File: src/rtl/core/checked_stack_machine_assert.svh
// assertion macros for the checked stack machine
`ifndef CHECKED_STACK_MACHINE_ASSERT_SVH
`define CHECKED_STACK_MACHINE_ASSERT_SVH

`ifndef ASSERT_OFF

// property holds at every clock edge outside reset
`define CSM_ASSERT(label, clk, rst_n, prop, msg) \
  label: assert property (@(posedge clk) disable iff (!(rst_n)) (prop)) else $error(msg);

// antecedent in one cycle implies consequent in the next
`define CSM_ASSERT_NEXT(label, clk, rst_n, ante, cons, msg) \
  label: assert property (@(posedge clk) disable iff (!(rst_n)) (ante) |=> (cons)) \
    else $error(msg);

`else

`define CSM_ASSERT(label, clk, rst_n, prop, msg)
`define CSM_ASSERT_NEXT(label, clk, rst_n, ante, cons, msg)

`endif

`endif

File: src/rtl/core/cstk_pkg.sv
// shared types and constants of the checked stack machine
package cstk_pkg;

  localparam int unsigned DEPTH_DEFAULT = 16;
  localparam int unsigned WORD_W        = 64;

  typedef enum logic [1:0] {
    OP_PUSH = 2'd0,
    OP_DUP  = 2'd1,
    OP_SWAP = 2'd2,
    OP_ADD  = 2'd3
  } cstk_op_e;

  typedef enum logic [1:0] {
    ST_OK    = 2'd0,
    ST_UNDER = 2'd1,
    ST_OVER  = 2'd2,
    ST_SKIP  = 2'd3
  } cstk_status_e;

  // one instruction as held in the input register
  typedef struct packed {
    cstk_op_e                   kind;
    logic signed [WORD_W-1:0]   imm;
    logic                       eop;
  } cstk_item_t;

  // enables from the execute stage to the spill store
  typedef struct packed {
    logic wr_en;
    logic rd_en;
  } cstk_mem_ctl_t;

  // execute stage status, for the checks at the top level
  typedef struct packed {
    logic fire;
    logic err;
    logic fail;
    logic eop;
  } cstk_info_t;

endpackage

File: src/rtl/core/cstk_inreg.sv
// input register: holds one instruction until the execute stage takes it
module cstk_inreg (
  input  logic                    clk_i,
  input  logic                    rst_ni,
  input  logic                    in_valid_i,
  output logic                    in_stall_o,
  input  logic [1:0]              kind_i,
  input  logic signed [63:0]      immediate_i,
  input  logic                    end_of_program_i,
  input  logic                    take_i,
  output logic                    item_vld_o,
  output cstk_pkg::cstk_item_t    item_o
);

  logic                 vld_q;
  logic                 vld_d;
  logic                 load;
  cstk_pkg::cstk_item_t item_q;

  // free when empty or when the held item leaves this cycle
  assign in_stall_o = vld_q && !take_i;
  assign load       = in_valid_i && !in_stall_o;

  always_comb begin
    vld_d = vld_q;
    if (load) begin
      vld_d = 1'b1;
    end else if (take_i) begin
      vld_d = 1'b0;
    end
  end

  always_ff @(posedge clk_i or negedge rst_ni) begin
    if (!rst_ni) begin
      vld_q <= 1'b0;
    end else begin
      vld_q <= vld_d;
    end
  end

  always_ff @(posedge clk_i) begin
    if (load) begin
      item_q.kind <= cstk_pkg::cstk_op_e'(kind_i);
      item_q.imm  <= immediate_i;
      item_q.eop  <= end_of_program_i;
    end
  end

  assign item_vld_o = vld_q;
  assign item_o     = item_q;

endmodule

File: src/rtl/core/cstk_store.sv
// spill store for the entries below the two cached top entries
module cstk_store #(
  parameter int unsigned DEPTH = cstk_pkg::DEPTH_DEFAULT,
  parameter int unsigned AW    = $clog2(DEPTH)
) (
  input  logic                              clk_i,
  input  cstk_pkg::cstk_mem_ctl_t           ctl_i,
  input  logic [AW-1:0]                     wr_addr_i,
  input  logic signed [cstk_pkg::WORD_W-1:0] wr_data_i,
  input  logic [AW-1:0]                     rd_addr_i,
  output logic signed [cstk_pkg::WORD_W-1:0] rd_data_o
);

  logic signed [cstk_pkg::WORD_W-1:0] mem [DEPTH];
  logic signed [cstk_pkg::WORD_W-1:0] rd_q;

  always_ff @(posedge clk_i) begin
    if (ctl_i.wr_en) begin
      mem[wr_addr_i] <= wr_data_i;
    end
  end

  // prefetch of the third entry, bypassing a write to the same slot
  always_ff @(posedge clk_i) begin
    if (ctl_i.rd_en) begin
      if (ctl_i.wr_en && (wr_addr_i == rd_addr_i)) begin
        rd_q <= wr_data_i;
      end else begin
        rd_q <= mem[rd_addr_i];
      end
    end
  end

  assign rd_data_o = rd_q;

endmodule

File: src/rtl/core/cstk_exec.sv
// execute stage: checks, top two entries, height, sticky error, result register
module cstk_exec #(
  parameter int unsigned DEPTH = cstk_pkg::DEPTH_DEFAULT,
  parameter int unsigned AW    = $clog2(DEPTH),
  parameter int unsigned HW    = $clog2(DEPTH + 1)
) (
  input  logic                               clk_i,
  input  logic                               rst_ni,
  input  logic                               item_vld_i,
  input  cstk_pkg::cstk_item_t               item_i,
  output logic                               take_o,
  output cstk_pkg::cstk_mem_ctl_t            mem_ctl_o,
  output logic [AW-1:0]                      wr_addr_o,
  output logic signed [cstk_pkg::WORD_W-1:0] wr_data_o,
  output logic [AW-1:0]                      rd_addr_o,
  input  logic signed [cstk_pkg::WORD_W-1:0] rd_data_i,
  output cstk_pkg::cstk_info_t               info_o,
  output logic                               out_valid_o,
  input  logic                               out_stall_i,
  output logic signed [cstk_pkg::WORD_W-1:0] top_value_o,
  output logic [HW-1:0]                      height_o,
  output logic [1:0]                         status_o,
  output logic                               program_done_o
);

  localparam logic [HW-1:0] HMAX = HW'(DEPTH);

  logic signed [cstk_pkg::WORD_W-1:0] top_q, top_d;
  logic signed [cstk_pkg::WORD_W-1:0] nxt_q, nxt_d;
  logic [HW-1:0]                      height_q, height_d;
  logic                               err_q, err_d;
  logic                               fire;
  logic                               under;
  logic                               over;
  logic                               grow;
  logic [HW-1:0]                      wr_pos;
  logic [HW-1:0]                      rd_pos;
  cstk_pkg::cstk_status_e             status;

  logic                               out_vld_q;
  logic signed [cstk_pkg::WORD_W-1:0] out_top_q;
  logic [HW-1:0]                      out_height_q;
  cstk_pkg::cstk_status_e             out_status_q;
  logic                               out_done_q;

  always_comb begin
    fire  = item_vld_i && (!out_vld_q || !out_stall_i);
    under = ((item_i.kind == cstk_pkg::OP_DUP) && (height_q == '0)) ||
            (((item_i.kind == cstk_pkg::OP_SWAP) || (item_i.kind == cstk_pkg::OP_ADD)) &&
             (height_q < HW'(2)));
    grow  = (item_i.kind == cstk_pkg::OP_PUSH) || (item_i.kind == cstk_pkg::OP_DUP);
    over  = grow && (height_q >= HMAX);

    if (err_q) begin
      status = cstk_pkg::ST_SKIP;
    end else if (under) begin
      status = cstk_pkg::ST_UNDER;
    end else if (over) begin
      status = cstk_pkg::ST_OVER;
    end else begin
      status = cstk_pkg::ST_OK;
    end

    top_d    = top_q;
    nxt_d    = nxt_q;
    height_d = height_q;
    if (status == cstk_pkg::ST_OK) begin
      case (item_i.kind)
        cstk_pkg::OP_PUSH: begin
          top_d    = item_i.imm;
          nxt_d    = top_q;
          height_d = height_q + HW'(1);
        end
        cstk_pkg::OP_DUP: begin
          nxt_d    = top_q;
          height_d = height_q + HW'(1);
        end
        cstk_pkg::OP_SWAP: begin
          top_d = nxt_q;
          nxt_d = top_q;
        end
        cstk_pkg::OP_ADD: begin
          top_d    = top_q + nxt_q;
          nxt_d    = rd_data_i;
          height_d = height_q - HW'(1);
        end
        default: begin
          top_d = top_q;
        end
      endcase
    end

    // old second entry spills to the store when the stack grows
    wr_pos = height_q - HW'(2);
    rd_pos = height_d - HW'(3);

    mem_ctl_o.wr_en = fire && (status == cstk_pkg::ST_OK) && grow &&
                      (height_q >= HW'(2));
    mem_ctl_o.rd_en = fire;

    err_d = item_i.eop ? 1'b0 : (err_q || (status != cstk_pkg::ST_OK));
  end

  assign take_o    = fire;
  assign wr_addr_o = wr_pos[AW-1:0];
  assign wr_data_o = nxt_q;
  assign rd_addr_o = rd_pos[AW-1:0];

  assign info_o.fire = fire;
  assign info_o.err  = err_q;
  assign info_o.fail = (status == cstk_pkg::ST_UNDER) || (status == cstk_pkg::ST_OVER);
  assign info_o.eop  = item_i.eop;

  always_ff @(posedge clk_i or negedge rst_ni) begin
    if (!rst_ni) begin
      height_q  <= '0;
      err_q     <= 1'b0;
      out_vld_q <= 1'b0;
    end else begin
      if (fire) begin
        height_q  <= height_d;
        err_q     <= err_d;
        out_vld_q <= 1'b1;
      end else if (!out_stall_i) begin
        out_vld_q <= 1'b0;
      end
    end
  end

  always_ff @(posedge clk_i) begin
    if (fire) begin
      top_q        <= top_d;
      nxt_q        <= nxt_d;
      out_top_q    <= (height_d == '0) ? '0 : top_d;
      out_height_q <= height_d;
      out_status_q <= status;
      out_done_q   <= item_i.eop;
    end
  end

  assign out_valid_o    = out_vld_q;
  assign top_value_o    = out_top_q;
  assign height_o       = out_height_q;
  assign status_o       = out_status_q;
  assign program_done_o = out_done_q;

endmodule

File: src/rtl/core/checked_stack_machine.sv
// top level of the checked stack machine
// Executes one stack instruction (push, dup, swap, add) per item and returns one
// result per item: the top entry, the height and a status. One item per clock
// cycle is sustained while results are taken; a held result stalls the execute
// stage, which keeps its item in the input register and stalls the input. The
// execute stage works from the input register straight into the result
// register, which is loaded whenever an item is executed. The top
// two entries live in registers and deeper entries in a one-write, one-read
// store whose third entry is prefetched after every executed item, so the
// execute stage never waits on the store. Underflow and overflow set a sticky
// error; later items are reported as skipped until an item marked end of
// program is processed.
`include "checked_stack_machine_assert.svh"
module checked_stack_machine #(
  parameter int unsigned DEPTH = cstk_pkg::DEPTH_DEFAULT
) (
  input  logic                        clk_i,
  input  logic                        rst_ni,
  input  logic                        in_valid_i,
  output logic                        in_stall_o,
  input  logic [1:0]                  kind_i,
  input  logic signed [63:0]          immediate_i,
  input  logic                        end_of_program_i,
  output logic                        out_valid_o,
  input  logic                        out_stall_i,
  output logic signed [63:0]          top_value_o,
  output logic [$clog2(DEPTH+1)-1:0]  height_o,
  output logic [1:0]                  status_o,
  output logic                        program_done_o
);

  localparam int unsigned AW = $clog2(DEPTH);
  localparam int unsigned HW = $clog2(DEPTH + 1);

  logic                               item_vld;
  cstk_pkg::cstk_item_t               item;
  logic                               take;
  cstk_pkg::cstk_mem_ctl_t            mem_ctl;
  logic [AW-1:0]                      wr_addr;
  logic signed [cstk_pkg::WORD_W-1:0] wr_data;
  logic [AW-1:0]                      rd_addr;
  logic signed [cstk_pkg::WORD_W-1:0] rd_data;
  cstk_pkg::cstk_info_t               info;

  cstk_inreg u_inreg (
    .clk_i            (clk_i),
    .rst_ni           (rst_ni),
    .in_valid_i       (in_valid_i),
    .in_stall_o       (in_stall_o),
    .kind_i           (kind_i),
    .immediate_i      (immediate_i),
    .end_of_program_i (end_of_program_i),
    .take_i           (take),
    .item_vld_o       (item_vld),
    .item_o           (item)
  );

  cstk_store #(
    .DEPTH (DEPTH),
    .AW    (AW)
  ) u_store (
    .clk_i     (clk_i),
    .ctl_i     (mem_ctl),
    .wr_addr_i (wr_addr),
    .wr_data_i (wr_data),
    .rd_addr_i (rd_addr),
    .rd_data_o (rd_data)
  );

  cstk_exec #(
    .DEPTH (DEPTH),
    .AW    (AW),
    .HW    (HW)
  ) u_exec (
    .clk_i          (clk_i),
    .rst_ni         (rst_ni),
    .item_vld_i     (item_vld),
    .item_i         (item),
    .take_o         (take),
    .mem_ctl_o      (mem_ctl),
    .wr_addr_o      (wr_addr),
    .wr_data_o      (wr_data),
    .rd_addr_o      (rd_addr),
    .rd_data_i      (rd_data),
    .info_o         (info),
    .out_valid_o    (out_valid_o),
    .out_stall_i    (out_stall_i),
    .top_value_o    (top_value_o),
    .height_o       (height_o),
    .status_o       (status_o),
    .program_done_o (program_done_o)
  );

  `CSM_ASSERT(a_height_in_range, clk_i, rst_ni, !out_valid_o || (height_o <= HW'(DEPTH)), "height beyond depth")
  `CSM_ASSERT_NEXT(a_fire_gives_result, clk_i, rst_ni, info.fire, out_valid_o, "executed item left no result")
  `CSM_ASSERT_NEXT(a_fail_is_sticky, clk_i, rst_ni, info.fire && info.fail && !info.eop, info.err, "failed check did not set the error")
  `CSM_ASSERT_NEXT(a_pending_err_skips, clk_i, rst_ni, info.fire && info.err, status_o == cstk_pkg::ST_SKIP, "item not skipped under pending error")

endmodule
File: config.mk
export PLATFORM = sky130hd
export DESIGN_NAME = checked_stack_machine
export DESIGN_NICKNAME = d
export VERILOG_FILES = /design/src/rtl/core/cstk_pkg.sv /design/src/rtl/core/cstk_inreg.sv /design/src/rtl/core/cstk_store.sv /design/src/rtl/core/cstk_exec.sv /design/src/rtl/core/checked_stack_machine.sv
export VERILOG_INCLUDE_DIRS = /design/src /design/src/rtl/core
export SDC_FILE = /design/constraint.sdc
export NUM_CORES = 2
export LEC_CHECK = 0
export BUFFER_PORTS_ARGS = -buffer_cell sky130_fd_sc_hd__buf_2
export CAP_MARGIN = 20
export CORE_MARGIN = 3
export CORE_UTILIZATION = 56
export DETAILED_ROUTE_END_ITERATION = 16
export PLACE_DENSITY = 0.87
export SLEW_MARGIN = 30
export SYNTH_ARGS = -nofsm -noshare
export SYNTH_HDL_FRONTEND = slang
export SYNTH_SLANG_ARGS = --single-unit
File: constraint.sdc
create_clock -name clk_i -period 8.1 [get_ports clk_i]
set_input_delay 1.215 -clock clk_i [delete_from_list [all_inputs] [get_ports clk_i]]
set_output_delay 1.215 -clock clk_i [all_outputs]
set_load 0.005 [all_outputs]
; Yosys cells after proc, flatten, opt, wreduce, memory -nomap -nowiden
; Memories as Yosys holds them, arrays and structs flattened. A register that Yosys moved wholly into a read port is not among the register bits.
; Index checks and enable logic that the tools add are counted.
[totals]
register_bits = 275
latchBits = 0
ramBits = 1024
mem_bits_ro = 0
in_bits = 71
n_memories = 1
[mem_list]
columns = memory, depth, word_bits, read_ports, rd_clocked_by_memory_dff, write_ports, line_no
row1 = u_store.mem, 16, 64, 1, 1, 1, cstk_store.sv:14  ; logic signed [cstk_pkg::WORD_W-1:0] mem [DEPTH];
[op_classes]
addsub = 5
multipliers = 0
n_div = 0
order_cmp = 3
n_eq_ne = 4
n_shift = 0
mux = 15
n_bitwise = 0
n_reduce_logical = 27
[ops]
columns = operator, n
row1 = $pmux 64 s3, 1
row2 = $pmux 64 s2, 1
row3 = $add 64x64->64, 1
row4 = $mux 64, 1
row5 = $logic_not 5->1, 2
row6 = $pmux 5 s2, 1
row7 = $logic_and 1x1->1, 9
row8 = $sub 4x2->4 const B, 2
row9 = $mux 1, 7
row10 = $mux 2, 3
row11 = $add 5x1->5 const B, 1
row12 = $ge 5x2->1 const B, 1
row13 = $ge 5x5->1 const B, 1
row14 = $logic_or 1x1->1, 5
row15 = $lt 5x2->1 const B, 1
row16 = $mux 5, 1
row17 = $sub 5x1->5 const B, 1
row18 = $eq 2x2->1 const B, 2
row19 = $logic_not 1->1, 4
row20 = $logic_not 2->1, 2
row21 = $reduce_bool 2->1, 2
row22 = $reduce_or 3->1, 1
row23 = $eq 2x1->1 const B, 1
row24 = $ne 2x1->1 const B, 1
row25 = 2 further kinds, 2

; Longest topological paths before layout
[depth]
ltp_word = 12
ltp_mapped = 19
ltp_nobuf = 14

; Modules after synthesis
; Synthesis repeated with hierarchy kept, for this count alone.
[unflattened]
cells_unflattened = 3317
hier_area_um2 = 56997.2
[by_module_without_submodules]
columns = mod, n_inst, cells_per_inst, area_per_inst_um2
row1 = cstk_store, 1, 1724, 41014.3
row2 = cstk_exec, 1, 1521, 13913.3
row3 = cstk_inreg, 1, 72, 2069.5

; Least setup slack after synthesis
; No wires, ideal clock.
[synth_timing]
path_kind = reg2reg
start = reg u_exec.height_q[1]
end = mem u_store.mem[7][0] in the netlist's numbering, enable pin
setup_time_ns = 0.486
t_arrival_ns = 7.655
required_ns = 7.614
slack_ns = -0.041
stages_incl_launch_ff = 11
n_path_buf = 1
synth_period_minus_slack_ns = 8.141
cell_sequence = dfrtp_1 > clkbuf_1 > inv_1 > ha_1 > and3_1 > nor2_1 > nand2b_1 > nor2_1 > and3_1 > nand3_1 > nor2_1
[synth_between]
elab_chain_len = 11
[synth_rtl]
columns = item, line_no
row1 = from (decl), cstk_exec.sv:30  ; logic [HW-1:0] height_q, height_d;
row2 = from (signal assigned), cstk_exec.sv:121  ; height_q <= height_d;
row3 = "$ge 5x5->1, or another cell as far along", cstk_exec.sv:52  ; over = grow && (height_q >= HMAX);
row4 = $logic_and 1x1->1 (on tied branches), "cstk_exec.sv:52, cstk_exec.sv:48, cstk_exec.sv:49"
row5 = $mux 2 or $logic_or 1x1->1 (tied branches), "cstk_exec.sv:58, cstk_exec.sv:48"
row6 = $mux 2, cstk_exec.sv:56  ; end else if (under) begin
row7 = $mux 2, cstk_exec.sv:54  ; if (err_q) begin
row8 = $logic_not 2->1, cstk_exec.sv:97  ; mem_ctl_o.wr_en = fire && (status == cstk_pkg::ST_OK) && grow &&
row9 = $logic_and 1x1->1 (3 in series), cstk_exec.sv:97
row10 = $mux 1, cstk_store.sv:18  ; if (ctl_i.wr_en) begin
row11 = $mux 1 (implied by the code), cstk_store.sv:19  ; mem[wr_addr_i] <= wr_data_i;
row12 = to (decl), cstk_store.sv:14
; Parallel ways exist; a longest one is shown, timed or not.

; Worst setup path after layout
[layout_timing]
start = reg u_inreg.item_q, in the netlist u_inreg.item_o[66]
end = reg u_exec.out_top_q, in the netlist u_exec.top_value_o[3], data pin
[layout_between]
elab_chain_len = 9
[layout_rtl]
columns = item, line_no
row1 = from (decl), cstk_inreg.sv:18  ; cstk_pkg::cstk_item_t item_q;
row2 = "$eq 2x1->1, or another cell as far along", "cstk_exec.sv:48, cstk_exec.sv:51"
row3 = $logic_or 1x1->1 (on tied branches), "cstk_exec.sv:51, cstk_exec.sv:49"
row4 = $logic_and 1x1->1 (on tied branches), "cstk_exec.sv:52, cstk_exec.sv:49"
row5 = $mux 2 or $logic_or 1x1->1 (tied branches), "cstk_exec.sv:58, cstk_exec.sv:48"
row6 = $mux 2 *, cstk_exec.sv:56
row7 = $mux 2 *, cstk_exec.sv:54
row8 = net u_exec.status[1], cstk_exec.sv:38  ; cstk_pkg::cstk_status_e status;
row9 = $logic_not 2->1 *, cstk_exec.sv:67  ; if (status == cstk_pkg::ST_OK) begin
row10 = $mux 5 *, cstk_exec.sv:67
row11 = net u_exec.height_d[2], cstk_exec.sv:30
row12 = $logic_not 5->1 *, cstk_exec.sv:134  ; out_top_q <= (height_d == '0) ? '0 : top_d;
row13 = to (signal assigned), cstk_exec.sv:134
row14 = to (decl), cstk_exec.sv:41  ; logic signed [cstk_pkg::WORD_W-1:0] out_top_q;
; The timed path passes the listed nets; every way through them passes the cells marked *.
; A chain may end at the register's enable or synchronous reset.

==> results.json <==
{
  "wl_met2_mm": 69.8,
  "pwr_density_cell_mw_per_mm2": 479,
  "rsz0062_at_grt": "false",
  "cts.clk_slew.worst_paths_ns": 0.07,
  "cts.repair.resized": 0,
  "cts_tree": "yes",
  "gp_congestion": 0.936,
  "place_hpwl_mm": 80.8,
  "cts_buffer_depth": 3,
  "period_needed_ns": 6.71,
  "vias": 32000,
  "grtUsageTotal_pct": 28.7,
  "numCtsBuffers": 136,
  "endpoint_kind": "register",
  "reg2regPathDepth": 12,
  "p_seq_share_pct": 33.3,
  "ios": 145,
  "grt_first_pass_wirelength_mm": 216,
  "top_layer_used": "met5",
  "whs_ns": 0.366,
  "synth_area_mm2": 0.0567,
  "post_synth.cell_area_avg_um2": 18.4,
  "cts_hold_buf": 0,
  "ys.flop_type": "edfxtp_1",
  "worst_ep_arrival_time_ns": 7.18,
  "rr_startpoint": "u_inreg.item_o[66]",
  "ys_seq_elements": 1363,
  "p_int_mw": 19.8,
  "core-area_mm2": 0.100,
  "m1WireLength_mm": 51.9,
  "die_area_mm2": 0.105,
  "antenna_found_initial": 3,
  "power_mw": 30.4,
  "tightest_slew_ns": 1.08,
  "syn_inst": 3080,
  "ys.warnings.count": 0,
  "start_util_pct": 56.5,
  "switchingPower_mw": 10.7,
  "rows": 116,
  "routed_via_density": 6.75,
  "drt_iter0_drc": 5244,
  "cts.htree.levels": 4,
  "cp-start-kind": "register",
  "root_buffer": "clkbuf_16",
  "ir_drop_v": 0.000636,
  "final_area_mm2": 0.0636,
  "final_common_cell": "edfxtp_1",
  "fin_tns_setup_ns": 0,
  "ys_types": 69,
  "synth-edff-count": 1355,
  "ys_seq_area_share_pct": 72.1,
  "clock_latency_ns": 0.76,
  "grt_max_degree": 119,
  "port_buffers": 144,
  "ff2ff_setup_slack_ns": 1.39,
  "die_x_um": 324,
  "postCtsSetupRepairBufs": 0,
  "clkSinkCount": 1363,
  "fp.dieH_um": 324,
  "worstHoldPathType": "primary input to async pin",
  "synthToLayoutAreaGrowth_pct": 12.1,
  "drive_gt1_share_pct": 24.5,
  "synthesis.nets": 3223,
  "skew_ns": 0.0346,
  "cp_data_required_time_ns": 8.57,
  "finalMaxSlewViolations": 0,
  "dpl_cell_area_mm2": 0.0592,
  "crit_end": "u_exec.top_value_o[3]",
  "max_cap_violations": 0,
  "grt_pass1_vias": 32100,
  "period_share_pct": 82.8,
  "drtAntennaViolNets": 0,
  "fillers": 6421,
  "route.met3.wl_mm": 21.1,
  "place_ws_ns": 2.02,
  "setup_ws_ns": 1.39,
  "hold_violations": 0,
  "power.share.clock_pct": 20.1,
  "wire_per_inst_um": 31.5,
  "rr_endpoint": "u_exec.top_value_o[3]",
  "setup_viol": 0,
  "power_leakage_nw": 21.2,
  "fin_cells": 4741,
  "postLayoutCoreUtil_pct": 63.4,
  "placed_cells": 4490,
  "grt-ovfl-total": 0,
  "pwr-share-comb_pct": 46.6,
  "p_sw_share_pct": 35.0,
  "slew_headroom_pct": 27.6,
  "diodes": 0,
  "startpoint": "u_inreg.item_o[66]",
  "final_nets": 3417,
  "dr.pass1.iters": 6,
  "criticalPathCategory": "register to register",
  "drc": 0,
  "fmax_mhz": 149,
  "async_flop_share_pct": 0.587,
  "mostFrequentLayoutCells": "1355 x edfxtp_1, 320 x mux4_2, 288 x nand2_1, 144 x buf_2, 136 x clkbuf_16",
  "crit_fanout": 51,
  "outcome": "complete, no violations",
  "routed_wl_mm": 149
}
-- power groups by stage --
stage / Clock (mW) / Combinational (mW) / Sequential, mW
floorplan: 0 / 10.4 / 9.97
global placement: 0 / 13.2 / 10.2
detailed placement: 0 / 13.7 / 10.2
CTS: 6.16 / 14.0 / 10.1
global route: 6.44 / 15.0 / 10.2
finish: 6.11 / 14.2 / 10.2
-- state kept, by name, indices dropped and copies added (netlist names), 5 cells and up --
register            cells
u_store.mem          1024
u_store.rd_data_o      64
u_exec.height_q         5
u_exec.height_o         5
u_exec.top_q           64
u_inreg.item_o         67
u_exec.wr_data_o       64
u_exec.top_value_o     64
-- synthesized netlist by cell type, drive strengths merged, types with 16 or more instances --
cell type,number,area share (%)
clkbuf,94,0.62
xnor2,46,0.72
edfxtp,1355,72
and2,56,0.62
inv,37,0.24
mux2,68,1.4
a21oi,121,1.1
a21o,28,0.37
nand2,290,1.9
o21a,17,0.23
ha,70,1.5
nor3,21,0.21
nand4,16,0.18
nor2,120,0.81
mux2i,54,0.95
nand3,20,0.18
xor2,27,0.42
o21ai,79,0.70
buf,59,0.70
mux4,320,13
o221ai,17,0.26
-- worst max-delay path, cell delays in order, from the launching register on --
cell	delay [ns]
edfxtp_1	0.84
inv_2	0.42
a21o_1	0.29
nor2_1	0.10
buf_4	0.30
nand2b_1	0.24
nor2_1	0.43
mux2i_1	0.70
inv_1	0.39
nor3_2	0.96
buf_4	0.37
clkinv_2	0.76
and2_1	0.59
-- how the worst min path moves through the flow --
| stage | slack, ns | endpoint |
|---|---|---|
| after detailed placement | 0.49 | u_exec.out_valid_o |
| after global placement | 0.47 | u_exec.out_valid_o |
| after global routing | 0.35 | u_inreg.item_vld_o |
| after floorplan | 0.43 | u_exec.program_done_o |
| final | 0.37 | u_inreg.item_vld_o |
| after CTS | 0.32 | u_inreg.item_vld_o |
-- kinds of logic (layout without fill, tap and decap cells) --
family	after synthesis	in the layout	synth area share, %
compound gates	361	361	3.99
flops	1363	1363	72.1
fa+ha+maj	72	72	1.62
simple gates	579	579	4.56
mux	442	442	15.0
buf+inv	190	494	1.57
xor+xnor	73	73	1.14
-- per-layer routing --
metal / track usage [%] / vias to the layer above
met4: 13.1 / 4
met5: 0 / -
li1: - / 12800
met1: 38.5 / 16000
met2: 43.6 / 2738
met3: 9.19 / 462
-- cell type report --
type	count	area (µm²)	area share, %
Multi-Input combinational cell	1527	15100	23.8
Timing Repair Buffer	209	1370	2.16
Sequential cell	1363	40900	64.3
Clock buffer	170	3530	5.55
Tap cell	1357	1700	2.67
Inverter	37	158	0.248
Clock inverter	78	796	1.25
(Power assumes the default switching activity.)
